[src/hdl/assert_macros.svh]
// Assertion macros shared by the skipper RTL files
`ifndef ASSERT_MACROS_SVH
`define ASSERT_MACROS_SVH

// Condition must hold at every clock edge outside reset
`define LCWS_ASSERT_ALWAYS(label, clk, rst_n, cond, msg) \
  label: assert property (@(posedge clk) disable iff (!rst_n) (cond)) else $error(msg);

// Antecedent implies consequent (use |-> or |=> inside prop)
`define LCWS_ASSERT_PROP(label, clk, rst_n, prop, msg) \
  label: assert property (@(posedge clk) disable iff (!rst_n) prop) else $error(msg);

`endif

[src/hdl/lcws_pkg.sv]
// Types and constants of the comment and whitespace skipper
package lcws_pkg;

  // skip mode codes
  localparam logic [2:0] MODE_NORMAL = 3'd0;
  localparam logic [2:0] MODE_HASH   = 3'd1;
  localparam logic [2:0] MODE_LINE   = 3'd2;
  localparam logic [2:0] MODE_BLOCK  = 3'd3;
  localparam logic [2:0] MODE_BHASH  = 3'd4;
  localparam logic [2:0] MODE_BBAR   = 3'd5;

  // result status codes
  localparam logic [1:0] ST_CHAR = 2'd0;
  localparam logic [1:0] ST_EOF  = 2'd1;
  localparam logic [1:0] ST_OPEN = 2'd2;
  localparam logic [1:0] ST_OVER = 2'd3;

  // characters of interest
  localparam logic [7:0] CH_SEMI  = 8'h3B;
  localparam logic [7:0] CH_HASH  = 8'h23;
  localparam logic [7:0] CH_BAR   = 8'h7C;
  localparam logic [7:0] CH_T     = 8'h74;
  localparam logic [7:0] CH_F     = 8'h66;
  localparam logic [7:0] CH_NL    = 8'h0A;
  localparam logic [7:0] CH_SPACE = 8'h20;
  localparam logic [7:0] CH_TAB   = 8'h09;
  localparam logic [7:0] CH_CR    = 8'h0D;

  // result queue depth
  localparam int unsigned QDEPTH = 4;
  localparam int unsigned QAW    = 2;

  // one result word
  typedef struct packed {
    logic [7:0] chr;
    logic [1:0] status;
    logic       last;
  } res_t;

  // results of one input word: count and up to two words
  typedef struct packed {
    logic [1:0] n;
    res_t       r0;
    res_t       r1;
  } step_out_t;

endpackage

[src/hdl/lcws_step.sv]
// Per-byte mode and nesting update with result generation
module lcws_step #(
  parameter int unsigned DEPTH_BITS = 8
) (
  input  logic [2:0]            mode,
  input  logic [DEPTH_BITS-1:0] depth,
  input  logic [7:0]            chr,
  input  logic                  eoi,
  input  logic                  ats,
  output logic [2:0]            mode_nxt,
  output logic [DEPTH_BITS-1:0] depth_nxt,
  output lcws_pkg::step_out_t   res
);
  import lcws_pkg::*;

  logic                  blank;
  logic [2:0]            blk_mode;
  logic [DEPTH_BITS-1:0] depth_dec;

  // whitespace: tab..cr and space
  assign blank = (chr == CH_SPACE) || ((chr >= CH_TAB) && (chr <= CH_CR));

  // fresh look at a byte inside a block comment
  assign blk_mode = (chr == CH_HASH) ? MODE_BHASH :
                    (chr == CH_BAR)  ? MODE_BBAR  : MODE_BLOCK;

  assign depth_dec = (depth != '0) ? depth - 1'b1 : depth;

  always_comb begin
    mode_nxt  = mode;
    depth_nxt = depth;
    res       = '0;
    if (eoi) begin
      res.n         = 2'd1;
      res.r0.status = (mode >= MODE_BLOCK && mode <= MODE_BBAR) ? ST_OPEN : ST_EOF;
      res.r0.last   = 1'b1;
      mode_nxt      = MODE_NORMAL;
      depth_nxt     = '0;
    end else begin
      unique case (mode)
        MODE_HASH: begin
          if (chr == CH_T || chr == CH_F) begin
            mode_nxt  = MODE_NORMAL;
            res.n     = 2'd2;
            res.r0.chr = CH_HASH;
            res.r1.chr = chr;
            res.r1.last = 1'b1;
          end else if (chr == CH_BAR) begin
            depth_nxt = {{(DEPTH_BITS-1){1'b0}}, 1'b1};
            mode_nxt  = MODE_BLOCK;
          end else if (chr == CH_NL) begin
            mode_nxt = MODE_NORMAL;
          end else begin
            mode_nxt = MODE_LINE;
          end
        end
        MODE_LINE: begin
          if (chr == CH_NL) mode_nxt = MODE_NORMAL;
        end
        MODE_BLOCK: begin
          mode_nxt = blk_mode;
        end
        MODE_BHASH: begin
          if (chr == CH_BAR) begin
            mode_nxt = MODE_BLOCK;
            if (&depth) begin
              // depth saturates, comment goes on
              res.n         = 2'd1;
              res.r0.status = ST_OVER;
              res.r0.last   = 1'b1;
            end else begin
              depth_nxt = depth + 1'b1;
            end
          end else begin
            mode_nxt = blk_mode;
          end
        end
        MODE_BBAR: begin
          if (chr == CH_HASH) begin
            depth_nxt = depth_dec;
            mode_nxt  = (depth_dec == '0) ? MODE_NORMAL : MODE_BLOCK;
          end else begin
            mode_nxt = blk_mode;
          end
        end
        default: begin
          // normal scanning; unused codes behave the same
          mode_nxt = MODE_NORMAL;
          if (!ats || (chr != CH_SEMI && chr != CH_HASH && !blank)) begin
            res.n       = 2'd1;
            res.r0.chr  = chr;
            res.r0.last = 1'b1;
          end else if (chr == CH_SEMI) begin
            mode_nxt = MODE_LINE;
          end else if (chr == CH_HASH) begin
            mode_nxt = MODE_HASH;
          end
        end
      endcase
    end
  end

endmodule

[src/hdl/lcws_outq.sv]
// Small result queue taking up to two words a cycle, giving one
`include "assert_macros.svh"
module lcws_outq (
  input  logic                clk,
  input  logic                rst_n,
  input  lcws_pkg::step_out_t push,
  output logic                room,
  output logic                out_valid,
  input  logic                out_ready,
  output lcws_pkg::res_t      out_res
);
  import lcws_pkg::*;

  res_t           mem_r [QDEPTH];
  logic [QAW-1:0] wr_ptr_r, wr_ptr_nxt;
  logic [QAW-1:0] rd_ptr_r, rd_ptr_nxt;
  logic [QAW:0]   cnt_r, cnt_nxt;
  logic           pop;
  logic [QAW-1:0] wr_ptr_p1;

  // room for a full two-word push
  assign room      = (cnt_r <= QAW'(QDEPTH - 2));
  assign out_valid = (cnt_r != '0);
  assign out_res   = mem_r[rd_ptr_r];
  assign pop       = out_valid && out_ready;
  assign wr_ptr_p1 = wr_ptr_r + 1'b1;

  assign wr_ptr_nxt = wr_ptr_r + push.n[QAW-1:0];
  assign rd_ptr_nxt = rd_ptr_r + {{(QAW-1){1'b0}}, pop};
  assign cnt_nxt    = cnt_r + {1'b0, push.n} - {{QAW{1'b0}}, pop};

  // pointers and fill count
  always_ff @(posedge clk) begin
    if (!rst_n) begin
      wr_ptr_r <= '0;
      rd_ptr_r <= '0;
      cnt_r    <= '0;
    end else begin
      wr_ptr_r <= wr_ptr_nxt;
      rd_ptr_r <= rd_ptr_nxt;
      cnt_r    <= cnt_nxt;
    end
  end

  // storage, no reset needed
  always_ff @(posedge clk) begin
    if (push.n != 2'd0) mem_r[wr_ptr_r] <= push.r0;
    if (push.n == 2'd2) mem_r[wr_ptr_p1] <= push.r1;
  end

  `LCWS_ASSERT_ALWAYS(a_cnt_bound, clk, rst_n, cnt_r <= (QAW+1)'(QDEPTH),
                      "result queue count beyond depth")
  `LCWS_ASSERT_PROP(a_push_room, clk, rst_n, (push.n != 2'd0) |-> room,
                    "push into a queue without room")
  `LCWS_ASSERT_PROP(a_cnt_track, clk, rst_n,
                    1'b1 |=> (cnt_r == ($past(cnt_r) + {1'b0, $past(push.n)}
                                       - {{QAW{1'b0}}, $past(pop)})),
                    "queue count does not follow pushes and pops")

endmodule

[src/hdl/lisp_comment_whitespace_skipper.sv]
// Lisp reader front end: skips whitespace and comments at token boundaries
// An accepted word waits in the input register; its results are then written to the result queue.
// Throughput: one input word per cycle while the result side drains; "#t"/"#f"
//   give two result words, so sustained output is one result word per cycle.
// Intake stalls only when the four-word result queue cannot take two more words.
// Reset (rst_n low, synchronous): normal scanning, nesting depth zero, queue empty.
`include "assert_macros.svh"
module lisp_comment_whitespace_skipper #(
  parameter int unsigned DEPTH_BITS = 8
) (
  input  logic       clk,
  input  logic       rst_n,
  input  logic       in_valid,
  output logic       in_ready,
  input  logic [7:0] in_byte,
  input  logic       in_end_of_input,
  input  logic       in_at_token_start,
  output logic       out_valid,
  input  logic       out_ready,
  output logic [7:0] out_byte,
  output logic [1:0] out_status,
  output logic       out_last
);
  import lcws_pkg::*;

  logic                  stg_v_r, stg_v_nxt;
  logic [7:0]            stg_byte_r;
  logic                  stg_eoi_r;
  logic                  stg_ats_r;
  logic [2:0]            mode_r, mode_nxt;
  logic [DEPTH_BITS-1:0] depth_r, depth_nxt;
  step_out_t             step_res;
  step_out_t             push;
  logic                  room;
  logic                  fire;
  logic                  in_fire;
  res_t                  q_res;

  // stage word is processed when the queue can take its results
  assign fire     = stg_v_r && room;
  assign in_ready = !stg_v_r || fire;
  assign in_fire  = in_valid && in_ready;
  assign stg_v_nxt = in_fire ? 1'b1 : (fire ? 1'b0 : stg_v_r);

  // input register
  always_ff @(posedge clk) begin
    if (!rst_n) begin
      stg_v_r <= 1'b0;
    end else begin
      stg_v_r <= stg_v_nxt;
    end
  end

  always_ff @(posedge clk) begin
    if (in_fire) begin
      stg_byte_r <= in_byte;
      stg_eoi_r  <= in_end_of_input;
      stg_ats_r  <= in_at_token_start;
    end
  end

  lcws_step #(
    .DEPTH_BITS(DEPTH_BITS)
  ) u_step (
    .mode      (mode_r),
    .depth     (depth_r),
    .chr       (stg_byte_r),
    .eoi       (stg_eoi_r),
    .ats       (stg_ats_r),
    .mode_nxt  (mode_nxt),
    .depth_nxt (depth_nxt),
    .res       (step_res)
  );

  // scanner state advances once per processed word
  always_ff @(posedge clk) begin
    if (!rst_n) begin
      mode_r  <= MODE_NORMAL;
      depth_r <= '0;
    end else if (fire) begin
      mode_r  <= mode_nxt;
      depth_r <= depth_nxt;
    end
  end

  assign push = fire ? step_res : '0;

  lcws_outq u_outq (
    .clk       (clk),
    .rst_n     (rst_n),
    .push      (push),
    .room      (room),
    .out_valid (out_valid),
    .out_ready (out_ready),
    .out_res   (q_res)
  );

  assign out_byte   = q_res.chr;
  assign out_status = q_res.status;
  assign out_last   = q_res.last;

  `LCWS_ASSERT_PROP(a_stage_hold, clk, rst_n, (stg_v_r && !fire) |=> stg_v_r,
                    "stalled stage word lost")
  `LCWS_ASSERT_PROP(a_eoi_clears, clk, rst_n, (fire && stg_eoi_r) |=>
                    (mode_r == MODE_NORMAL && depth_r == '0),
                    "end of input does not clear scanner state")
  `LCWS_ASSERT_PROP(a_status_byte, clk, rst_n,
                    (out_valid && out_status != ST_CHAR) |-> (out_byte == 8'd0 && out_last),
                    "status result carries a byte or is not last")

endmodule

[config.mk]
export PLATFORM = sky130hd
export DESIGN_NAME = lisp_comment_whitespace_skipper
export DESIGN_NICKNAME = d
export VERILOG_FILES = /design/src/hdl/lcws_pkg.sv /design/src/hdl/lcws_step.sv /design/src/hdl/lcws_outq.sv /design/src/hdl/lisp_comment_whitespace_skipper.sv
export VERILOG_INCLUDE_DIRS = /design/src /design/src/hdl
export SDC_FILE = /design/constraint.sdc
export NUM_CORES = 1
export LEC_CHECK = 0
export BUFFER_PORTS_ARGS = -buffer_cell sky130_fd_sc_hd__buf_4
export CAP_MARGIN = 10
export CORE_UTILIZATION = 62
export CTS_CLUSTER_DIAMETER = 60
export DETAILED_ROUTE_END_ITERATION = 7
export GPL_TIMING_DRIVEN = 1
export HOLD_SLACK_MARGIN = 0.03
export PLACE_DENSITY = 0.81
export RECOVER_POWER = 100
export SYNTH_ARGS = -nofsm -noshare
export SYNTH_HDL_FRONTEND = slang
export SYNTH_HIERARCHICAL = 1
export SYNTH_SLANG_ARGS = --single-unit
[constraint.sdc]
create_clock -name clk -period 3.75 [get_ports clk]
set_input_delay 0.375 -clock clk [delete_from_list [all_inputs] [get_ports clk]]
set_output_delay 0.375 -clock clk [all_outputs]
set_load 0.01 [all_outputs]
==> reports/results.md <==
## Run status
* **status** completed

## Worst setup path
* **CP Class** flop to flop
* **type of destination of the critical path** flop
* **kind of start point of the critical path** flop
* **worst-path maximum fanout** 13
* **Worst Path Buf+Inv** 2
* **kind of cell with the highest combined delay on the critical path** simple AND/OR/NAND/NOR gates
* **CP arrival** 3.41 ns
* **worst-path cell with the longest stage delay** clkbuf_1
* **highest cell delay on the worst timing path** 0.58 ns
* **required time of the critical path** 3.84 ns
* **series of cell instances along the critical path** inv_1, ha_1, nand2_1, nor2_1, a22oi_1, and3_1, nand4b_1, clkbuf_1, mux2_1

## Flow run
* **reported max-cap violation count** 0

## Power and ir drop
* **net switching component of the power** 628.6 uW
* **total power after layout** 2028 uW
* **fraction of power spent switching nets** 0.3099
* **Power Density** 383.7 nW/um^2
* **worst IR drop on VDD** 0.1792 mV
* **combinational power share** 0.227
* **register share of total power** 0.504
* **P_int** 1400 uW
* **leak pwr** 0.002086 uW
* **clock group share of total power** 0.269

## Die
* **row count** 32
* **Core Area** 7848 um^2
* **width of the die** 92.55 um
* **height of the chip** 92.55 um
* **number of top-level pins** 27
* **starting density of the core** 0.6478
* **die area** 8566 um^2

## Clock network
* **number of hold buffers added after CTS** 0
* **CTS tree** done
* **clock-pin slew on the worst setup and hold paths** 0.09 ns
* **CTS root buffer** clkbuf_8
* **number of setup buffers added after CTS** 0
* **Sinks on Clock Net** 73
* **CTS H-tree depth** 3
* **number of gates resized after CTS** 0
* **clock latency on the worst-skew pair** 0.35 ns
* **largest buffer count on any clock path** 2
* **number of buffers created by CTS** 9

## Yosys
* **warnings from Yosys** 6
* **instance count of the mapped netlist** 465
* **cells taking the most area after synthesis** edfxtp_1 32%, dfxtp_1 7.5%, mux2_4 5.9%
* **dominant cell by count in the synthesized netlist** edfxtp_1
* **largest area contributor in the netlist** edfxtp_1
* **ys async rst share** 0
* **Post-synth EDFFs** 54
* **sequential share of the synthesized area** 0.3938
* **top_reg_cell synth** edfxtp_1
* **Mapped Avg Cell Area** 10.93 um^2
* **combined area of all synthesized cells** 5084 um^2
* **number of flip-flops and latches in the synthesized netlist** 73
* **portion of synthesized cell area occupied by the leading cell type** 0.3190
* **Distinct cells, synth** 80
* **most numerous cell types in the synthesized netlist** 54 x edfxtp_1, 28 x nand2_1, 27 x nor2_1

## GRT
* **total track usage** 0.2784
* **number of antenna violations at the first check in global routing** 0
* **vias in the first global route** 3564
* **remaining global-route overflow** 0
* **global-route wire length before repair** 18.19 mm
* **maximum number of pins on one net before global-route repair** 33

## Routing
* **post-route met1 wirelength** 4.829 mm
* **length of routed met2 wiring** 5.655 mm
* **wire per inst** 19.26 um
* **first drt pass iteration count** 5
* **highest routing layer actually used** met4
* **number of DRC markers in iteration 0** 257
* **routed vias** 3858
* **wire length on met3** 746 um
* **DRC** 0
* **total length of routed wires** 11.42 mm
* **antenna-violating nets left** 0
* **post-DR vias/cell** 6.506

## Timing
* **clock skew** 0.01475 ns
* **transition time at the pin with the least slew margin** 0.9607 ns
* **maximum clock frequency** 301.3 MHz
* **setup repair after global routing missed its margin** false
* **count of final hold-check violations** 0
* **max-slew headroom at the worst pin** 0.3572
* **Setup Viol. Count Final** 0
* **number of max-slew violations in the final report** 0
* **min cycle time layout** 3.319 ns
* **fraction of the cycle the final worst path needs** 0.8851
* **final total negative setup slack** 0 ns

## Cells and area
* **final instance area** 5286 um^2
* **number of diodes added for antenna fixing** 0
* **fill count** 654
* **layout overhead on the synthesized area** 3.987%
* **share of post-route cells with drive strength above 1** 0.1507
* **fraction of the core area covered by cells at the end of the flow** 0.6736
* **number of nets in the layout** 510

## Place
* **Placer Congestion** 0.9372
* **sum of net half-perimeters after detailed placement** 8.025 mm
* **I/O Buffers** 26
* **Post-DP Area** 5298 um^2

## Worst hold path
* **Worst Hold Class** primary input to flop

[per-layer routing]
layer / vias to the layer above / GRT usage
met3: 17 / 0.03777
li1: 1810 / -
met1: 1880 / 0.3710
met4: 0 / 0.09766
met2: 151 / 0.4660
met5: - / 0
[flip-flops by register name, indices dropped and copies added (netlist names)]
register,flops
depth_r,8
mode_r,3
stg_ats_r,1
stg_byte_r,8
stg_eoi_r,1
stg_v_r,1
u_outq/cnt_r,3
u_outq/mem_r,44
u_outq/rd_ptr_r,2
u_outq/wr_ptr_r,2
[stage by stage]
step / hold WS (ns) / instances / setup WS, ns
floorplan: 0.4348 / 469 / 0.7498
global placement: 0.5534 / 577 / 0.5360
detailed placement: 0.5543 / 577 / 0.4171
CTS: 0.1852 / 593 / 0.3797
global route: 0.2046 / 593 / 0.1907
finish: 0.2167 / 593 / 0.4308
[path summary, 6_finish.rpt]
path                    from                 end  slack [ns]  depth (start not counted)
hold / removal    in_byte[2]       stg_byte_r[2]        0.22                          1
hold reg to reg   depth_r[6]          depth_r[6]        0.59                          2
setup / recovery   mode_r[1]  u_outq/mem_r[0][7]        0.43                          9
setup reg to reg   mode_r[1]  u_outq/mem_r[0][7]        0.43                          9
[power by group through the flow]
stage / clock (uW) / sequential (uW) / combinational [uW]
final: 545 / 1020 / 461
after floorplan: 0 / 984 / 415
after global routing: 585 / 1040 / 500
after detailed placement: 0 / 1040 / 521
after CTS: 553 / 1030 / 521
after global placement: 0 / 1040 / 509
[layout make-up]
class | count | area, um^2 | share of cell area
clock inverters | 7 | 45.04 | 0.008521
inverters | 15 | 56.30 | 0.01065
clock buffers | 9 | 123.9 | 0.02343
multi-input cells | 344 | 2678 | 0.5065
well taps | 102 | 127.6 | 0.02414
flip-flops and latches | 73 | 2002 | 0.3787
repair buffers | 43 | 254.0 | 0.04805
[cells by family (layout without fill, tap and decap cells)]
logic type	count (synthesis)	in the layout	synth area share
xor+xnor	3	3	0.01058
mux	62	62	0.1750
simple gates	177	177	0.2114
flops	73	73	0.3938
buf+inv	52	74	0.06128
fa+ha+maj	10	10	0.02609
other cells	1	5	0.0007377
compound gates	87	87	0.1211
[cell usage in the layout (no fill, tap or decap), types with 10 or more instances in the layout]
cell,n
inv_1,14
dfxtp_1,19
edfxtp_1,54
clkbuf_1,17
and3_1,26
nand4_1,15
nand2_1,28
nor3_1,17
mux4_2,11
a21oi_1,20
o21ai_0,14
buf_4,14
clkbuf_4,10
nor2_1,27
and2_1,11
mux2_1,41
(Power assumes the default switching activity.)
